[src/hdl/sfd_pkg.sv]
package sfd_pkg;

    // Frame geometry. An odd frame length rounds down to whole words.
    localparam int FRAME_BYTES = 32;
    localparam int NUM_WORDS   = (FRAME_BYTES - 2) / 2;
    localparam int FRAME_LEN   = 2 * NUM_WORDS + 2;
    localparam int SUM_LEN     = FRAME_LEN - 2;

    localparam int BYTE_W  = 8;
    localparam int WORD_W  = 16;
    localparam int INDEX_W = 4;
    localparam int POS_W   = $clog2(FRAME_LEN);
    localparam int IDX_W   = $clog2(NUM_WORDS);

    localparam logic [BYTE_W-1:0] START_BYTE = 8'h42;

    localparam logic [POS_W-1:0] FIRST_HIGH_POS = POS_W'(2);
    localparam logic [POS_W-1:0] FIRST_LOW_POS  = POS_W'(3);
    localparam logic [POS_W-1:0] SUM_END_POS    = POS_W'(SUM_LEN);
    localparam logic [POS_W-1:0] LAST_POS       = POS_W'(FRAME_LEN - 1);
    localparam logic [IDX_W-1:0] LAST_IDX       = IDX_W'(NUM_WORDS - 1);

    // Control handed from the frame sequencer to the row of word cells.
    typedef struct packed {
        logic              shift;
        logic [WORD_W-1:0] din;
    } chain_ctl_t;

    typedef enum logic [2:0] {
        ST_RECV  = 3'b001,
        ST_WORDS = 3'b010,
        ST_ERROR = 3'b100
    } state_t;

endpackage

[src/hdl/sensor_frame_deframer_sum16.sv]
// Latency: the first result is offered in the cycle after the final frame byte is accepted.
// Throughput: one byte per cycle while receiving; a good frame then yields one word per
// cycle while word_ready is high, NUM_WORDS words (the word row shifts once per taken result),
// an error frame one result, and no byte is accepted while results are pending.
// Reset (rst_n, asynchronous, active low) returns the parser to hunting for the start byte;
// the word cells are not reset, since every cell is refilled before a frame reads it.
module sensor_frame_deframer_sum16 (
    input  logic         clk,
    input  logic         rst_n,
    input  logic         rx_valid,
    output logic         rx_ready,
    input  logic [7:0]   rx_byte,
    output logic         word_valid,
    input  logic         word_ready,
    output logic [3:0]   word_index,
    output logic [15:0]  word_value,
    output logic         status,
    output logic         last
);

    sfd_pkg::state_t                  state_reg, state_next;
    logic [sfd_pkg::POS_W-1:0]        pos_reg, pos_next;
    logic [sfd_pkg::WORD_W-1:0]       sum_reg, sum_next;
    logic [sfd_pkg::BYTE_W-1:0]       hold_reg, hold_next;
    logic [sfd_pkg::IDX_W-1:0]        idx_reg, idx_next;
    logic [sfd_pkg::WORD_W-1:0]       new_word;
    logic [sfd_pkg::WORD_W-1:0]       tail;
    logic                             rx_fire;
    logic                             word_fire;
    sfd_pkg::chain_ctl_t              chain_ctl;

    assign rx_ready  = (state_reg == sfd_pkg::ST_RECV);
    assign rx_fire   = rx_valid && rx_ready;
    assign word_fire = word_valid && word_ready;

    // The word being completed by the current byte; on the final byte it is
    // the checksum word that the running sum is checked against.
    assign new_word = {hold_reg, rx_byte};

    always_comb
    begin
        state_next = state_reg;
        pos_next   = pos_reg;
        sum_next   = sum_reg;
        hold_next  = hold_reg;
        idx_next   = idx_reg;
        chain_ctl  = '{shift: 1'b0, din: new_word};

        case (state_reg)
            sfd_pkg::ST_RECV:
            begin
                if (rx_fire)
                begin
                    if (pos_reg == '0)
                    begin
                        // Hunting: anything but the start byte is dropped.
                        if (rx_byte == sfd_pkg::START_BYTE)
                        begin
                            sum_next = {{(sfd_pkg::WORD_W-sfd_pkg::BYTE_W){1'b0}}, rx_byte};
                            pos_next = sfd_pkg::POS_W'(1);
                        end
                    end
                    else
                    begin
                        if (pos_reg < sfd_pkg::SUM_END_POS)
                        begin
                            sum_next = sum_reg
                                     + {{(sfd_pkg::WORD_W-sfd_pkg::BYTE_W){1'b0}}, rx_byte};
                        end
                        if (pos_reg >= sfd_pkg::FIRST_HIGH_POS && !pos_reg[0])
                        begin
                            hold_next = rx_byte;
                        end
                        if (pos_reg >= sfd_pkg::FIRST_LOW_POS && pos_reg[0])
                        begin
                            chain_ctl.shift = 1'b1;
                        end
                        if (pos_reg == sfd_pkg::LAST_POS)
                        begin
                            pos_next = '0;
                            idx_next = '0;
                            if (sum_reg == new_word)
                            begin
                                state_next = sfd_pkg::ST_WORDS;
                            end
                            else
                            begin
                                state_next = sfd_pkg::ST_ERROR;
                            end
                        end
                        else
                        begin
                            pos_next = pos_reg + sfd_pkg::POS_W'(1);
                        end
                    end
                end
            end
            sfd_pkg::ST_WORDS:
            begin
                if (word_fire)
                begin
                    // Move the next word up to the tail of the row.
                    chain_ctl = '{shift: 1'b1, din: '0};
                    if (idx_reg == sfd_pkg::LAST_IDX)
                    begin
                        state_next = sfd_pkg::ST_RECV;
                    end
                    else
                    begin
                        idx_next = idx_reg + sfd_pkg::IDX_W'(1);
                    end
                end
            end
            sfd_pkg::ST_ERROR:
            begin
                if (word_fire)
                begin
                    state_next = sfd_pkg::ST_RECV;
                end
            end
            default:
            begin
                state_next = sfd_pkg::ST_RECV;
            end
        endcase
    end

    always_ff @(posedge clk or negedge rst_n)
    begin
        if (!rst_n)
        begin
            state_reg <= sfd_pkg::ST_RECV;
            pos_reg   <= '0;
            sum_reg   <= '0;
            hold_reg  <= '0;
            idx_reg   <= '0;
        end
        else
        begin
            state_reg <= state_next;
            pos_reg   <= pos_next;
            sum_reg   <= sum_next;
            hold_reg  <= hold_next;
            idx_reg   <= idx_next;
        end
    end

    sfd_chain u_chain (
        .clk  (clk),
        .ctl  (chain_ctl),
        .tail (tail)
    );

    // A checksum error carries zero word fields and closes the run at once.
    assign word_valid = (state_reg != sfd_pkg::ST_RECV);
    assign status     = (state_reg == sfd_pkg::ST_ERROR);
    assign word_index = status ? '0 : sfd_pkg::INDEX_W'(idx_reg);
    assign word_value = status ? '0 : tail;
    assign last       = status || (idx_reg == sfd_pkg::LAST_IDX);

`ifndef SYNTHESIS
    a_final_byte_gives_result: assert property (@(posedge clk) disable iff (!rst_n)
        rx_fire && pos_reg == sfd_pkg::LAST_POS |=> word_valid && !rx_ready)
        else $error("final frame byte did not produce a result");

    a_last_reopens_input: assert property (@(posedge clk) disable iff (!rst_n)
        word_fire && last |=> rx_ready && pos_reg == '0)
        else $error("parser did not return to hunting after last result");

    a_hunt_drops_noise: assert property (@(posedge clk) disable iff (!rst_n)
        rx_fire && pos_reg == '0 && rx_byte != sfd_pkg::START_BYTE |=> pos_reg == '0)
        else $error("non-start byte started a frame");

    a_first_word_index: assert property (@(posedge clk) disable iff (!rst_n)
        word_valid && $rose(word_valid) |-> idx_reg == '0)
        else $error("result run did not start at word zero");
`endif

endmodule

[src/hdl/sfd_cell.sv]
module sfd_cell (
    input  logic                      clk,
    input  logic                      shift,
    input  logic [sfd_pkg::WORD_W-1:0] din,
    output logic [sfd_pkg::WORD_W-1:0] dout
);

    logic [sfd_pkg::WORD_W-1:0] word_reg;

    always_ff @(posedge clk)
    begin
        if (shift)
        begin
            word_reg <= din;
        end
    end

    assign dout = word_reg;

endmodule

[src/hdl/sfd_chain.sv]
module sfd_chain (
    input  logic                       clk,
    input  sfd_pkg::chain_ctl_t        ctl,
    output logic [sfd_pkg::WORD_W-1:0] tail
);

    // Word k of the chain feeds word k+1; the oldest word sits at the tail.
    logic [sfd_pkg::WORD_W-1:0] cell_q [sfd_pkg::NUM_WORDS];

    for (genvar k = 0; k < sfd_pkg::NUM_WORDS; k++)
    begin : g_cell
        if (k == 0)
        begin : g_head
            sfd_cell u_cell (
                .clk   (clk),
                .shift (ctl.shift),
                .din   (ctl.din),
                .dout  (cell_q[k])
            );
        end
        else
        begin : g_body
            sfd_cell u_cell (
                .clk   (clk),
                .shift (ctl.shift),
                .din   (cell_q[k-1]),
                .dout  (cell_q[k])
            );
        end
    end

    assign tail = cell_q[sfd_pkg::NUM_WORDS-1];

endmodule
[config.mk]
export PLATFORM = sky130hd
export DESIGN_NAME = sensor_frame_deframer_sum16
export DESIGN_NICKNAME = d
export VERILOG_FILES = /design/src/hdl/sfd_pkg.sv /design/src/hdl/sensor_frame_deframer_sum16.sv /design/src/hdl/sfd_cell.sv /design/src/hdl/sfd_chain.sv
export SDC_FILE = /design/constraint.sdc
export NUM_CORES = 1
export LEC_CHECK = 0
export ABC_CLOCK_PERIOD_IN_PS = 18550
export BUFFER_PORTS_ARGS = -buffer_cell sky130_fd_sc_hd__buf_4
export CORE_ASPECT_RATIO = 0.5
export CORE_MARGIN = 10
export CORE_UTILIZATION = 50
export CTS_CLUSTER_SIZE = 12
export DETAILED_ROUTE_END_ITERATION = 10
export PLACE_DENSITY_LB_ADDON = 0.1
export SLEW_MARGIN = 20
export SYNTH_ARGS = -nofsm -noshare
export SYNTH_HDL_FRONTEND = slang
export SYNTH_SLANG_ARGS = --single-unit
[constraint.sdc]
create_clock -name clk -period 18.55 [get_ports clk]
set_input_delay 4.6375 -clock clk [delete_from_list [all_inputs] [get_ports clk]]
set_output_delay 4.6375 -clock clk [all_outputs]
set_load 0.02 [all_outputs]
==> impl_metrics.toml <==
[place]
place_congestion = 0.835
portBuffers = 35
place_area_mm2 = 0.0104
place_hpwl_um = 8210
place_ws_ps = 9600

[clock_network]
cts_made_buffers = 27
clk_pin_slew_ps = 60
cts-resized-gates = 0
cts_setup_buffers = 0
clk_latency_ps = 530
cts_buffer_depth = 3
hold_buffers = 0
cts_tree = "done"
cts_sinks = 276
cts_root_buf = "clkbuf_16"
cts_max_level = 1

[floorplan]
std_cell_rows = 36
ioPinCount = 36
fp.dieH_um = 119
die_area_mm2 = 0.0259
die_w_um = 218
core_mm2 = 0.0193
initial_core_util_pct = 50.6

[grt]
overflow = 0
antenna_found_initial = 0
grt_max_degree = 90
grt_pass1_wl_um = 22300
grt_pass1_vias = 4178
grt_usage_pct = 10.5

[synth]
synth_area_leaders = "edfxtp_1, dfrtp_1, nor2b_1"
syn-cell-area_mm2 = 0.00978
synth_top_area_cell = "edfxtp_1"
ys_types = 58
yosys_warnings = 0
syn_inst = 523
async_flop_share_pct = 13.0
synth_ff_type = "edfxtp_1"
synth_seq_cells = 276
ys_seq_area_share_pct = 83.0
synth.avg_cell_area_um2 = 18.7
netlist.area_leader.share_pct = 73.7
synthesis.nets = 549
synth_edf_count = 240

[power_and_ir_drop]
vdd_drop_max_v = 0.0000765
p_seq_share_pct = 55.6
power.internal_w = 0.00136
netSwitchingPower_w = 0.000487
p_leak_nw = 3.93
p_comb_share_pct = 17.4
pwr-share-clk_pct = 27.0
sw_frac_of_total_pct = 26.3
power_w = 0.00185
power_density_mw_per_mm2 = 165

[setup_path]
cp_data_arrival_time_ps = 8320
crit_path_end_kind = "flip-flop"
start_kind = "primary input"
worstRegToRegCells = 7
crit_fanout = 78
crit_type = "primary input to flip-flop"
cp.required_ps = 18750

[cells_and_area]
layout_commonest_cell = "edfxtp_1"
most-common-layout-cells = "edfxtp_1, buf_4, nor2b_1, dfrtp_1, clkbuf_16"
drive_gt1_share_pct = 15.8
synthToLayoutAreaGrowth_pct = 14.7
largest_register_ffs = 224
antenna_cells = 0
final_net_count = 608
fin_area_mm2 = 0.0112

[routing]
wire_per_inst_um = 15.6
antenna_left = 0
drt_wl_total_um = 13600
first_iter_violations = 322
dr.pass1.iters = 8
drc = 0
vias_per_cell = 5.12
vias = 4446

[hold_path]
holdPathStages = 0
hold_class = "flip-flop to flip-flop"

[sta]
setup_tns_ps = 0
max_slew.worst_pin.slew_ps = 946
maxSlewViolCount = 0
period_share_pct = 43.8
clock_skew_ps = 11.1
fmax_mhz = 123
min_period_ps = 8130
setup_viol = 0
finalWorstSetupSlack_ps = 10420
hold_viol_final = 0
slew_headroom_pct = 37.0
grt_setup_unrepaired = "no"

[run]
maxCapViolCount = 0

[status]
status = "complete, no violations"
## worst max-delay path, cell delays in order
cell	delay [ps]
buf_4	140
inv_1	70
nor3_2	740
o21bai_4	260
buf_4	690
buf_4	810
buf_4	490
buf_16	320
## power by group through the flow
stage                     Combinational (W)  Clock, W  Sequential [W]
after floorplan                    0.000247         0         0.00110
after global placement             0.000314         0         0.00103
after detailed placement           0.000323         0         0.00105
after CTS                          0.000324  0.000518         0.00103
after global routing               0.000361  0.000546         0.00105
final                              0.000323  0.000500         0.00103
## metal layers
metal / up-vias / share of wire [%] / GRT usage, %
li1: 2129 / - / -
met1: 2214 / 46 / 14.3
met2: 84 / 47 / 16.1
met3: 19 / 5.7 / 3.36
met4: 0 / 1.3 / 2.33
met5: - / 0 / 0
## final timing paths
check / from / slack [ps] / endpoint
worst max-delay path: word_ready / 10420 / u_chain.g_cell[4].g_body.u_cell.dout[5]
worst min-delay path: u_chain.g_cell[4].g_body.u_cell.dout[13] / 410 / u_chain.g_cell[5].g_body.u_cell.dout[13]
worst max register to register: state_reg[2] / 14130 / u_chain.g_cell[4].g_body.u_cell.dout[5]
worst min register to register: u_chain.g_cell[4].g_body.u_cell.dout[13] / 410 / u_chain.g_cell[5].g_body.u_cell.dout[13]
max in group asynchronous: rst_n / 14110 / state_reg[0]
min in group asynchronous: rst_n / 4080 / sum_reg[3]
## through the flow
stage	instances	util, %	hold WS (ps)
6_report	869	58.0	411
5_1_grt	869	58.0	418
4_1_cts	868	57.9	411
3_5_place_dp	818	53.7	405
3_3_place_gp	818	53.7	400
2_1_floorplan	523	-	400
## cells in the mapped netlist (4+ instances only)
| cell type | instances |
|---|---|
| nand3_1 | 9 |
| a31oi_1 | 5 |
| inv_1 | 11 |
| dfrtp_1 | 35 |
| xnor2_1 | 12 |
| clkbuf_1 | 7 |
| nand2_1 | 18 |
| nor3_1 | 4 |
| nor2_1 | 17 |
| and3_1 | 5 |
| edfxtp_1 | 240 |
| xor2_1 | 4 |
| a21oi_1 | 14 |
| nand4_1 | 6 |
| a22o_1 | 8 |
| ha_1 | 13 |
| o21ai_0 | 15 |
| nor2b_1 | 35 |
| mux2_2 | 9 |
## final cells by class
class                      instances  area, um2
clock buffer                      46        747
clock inverter                     4       62.6
fill                            1459       8110
inverter                          11       41.3
multi-input combinational        225       1590
sequential                       276       8110
tap                              266        333
timing repair buffer              41        328
## cell families (layout without fill, tap and decap cells)
group / Yosys count / after routing / synth area share (%)
flops: 276 / 276 / 83.0
buf+inv: 22 / 102 / 1.01
fa+ha+maj: 14 / 14 / 1.87
simple gates: 118 / 118 / 7.05
xor+xnor: 16 / 16 / 1.43
compound gates: 67 / 67 / 4.54
mux: 10 / 10 / 1.14
No activity file was read; power rests on OpenSTA's default activity.
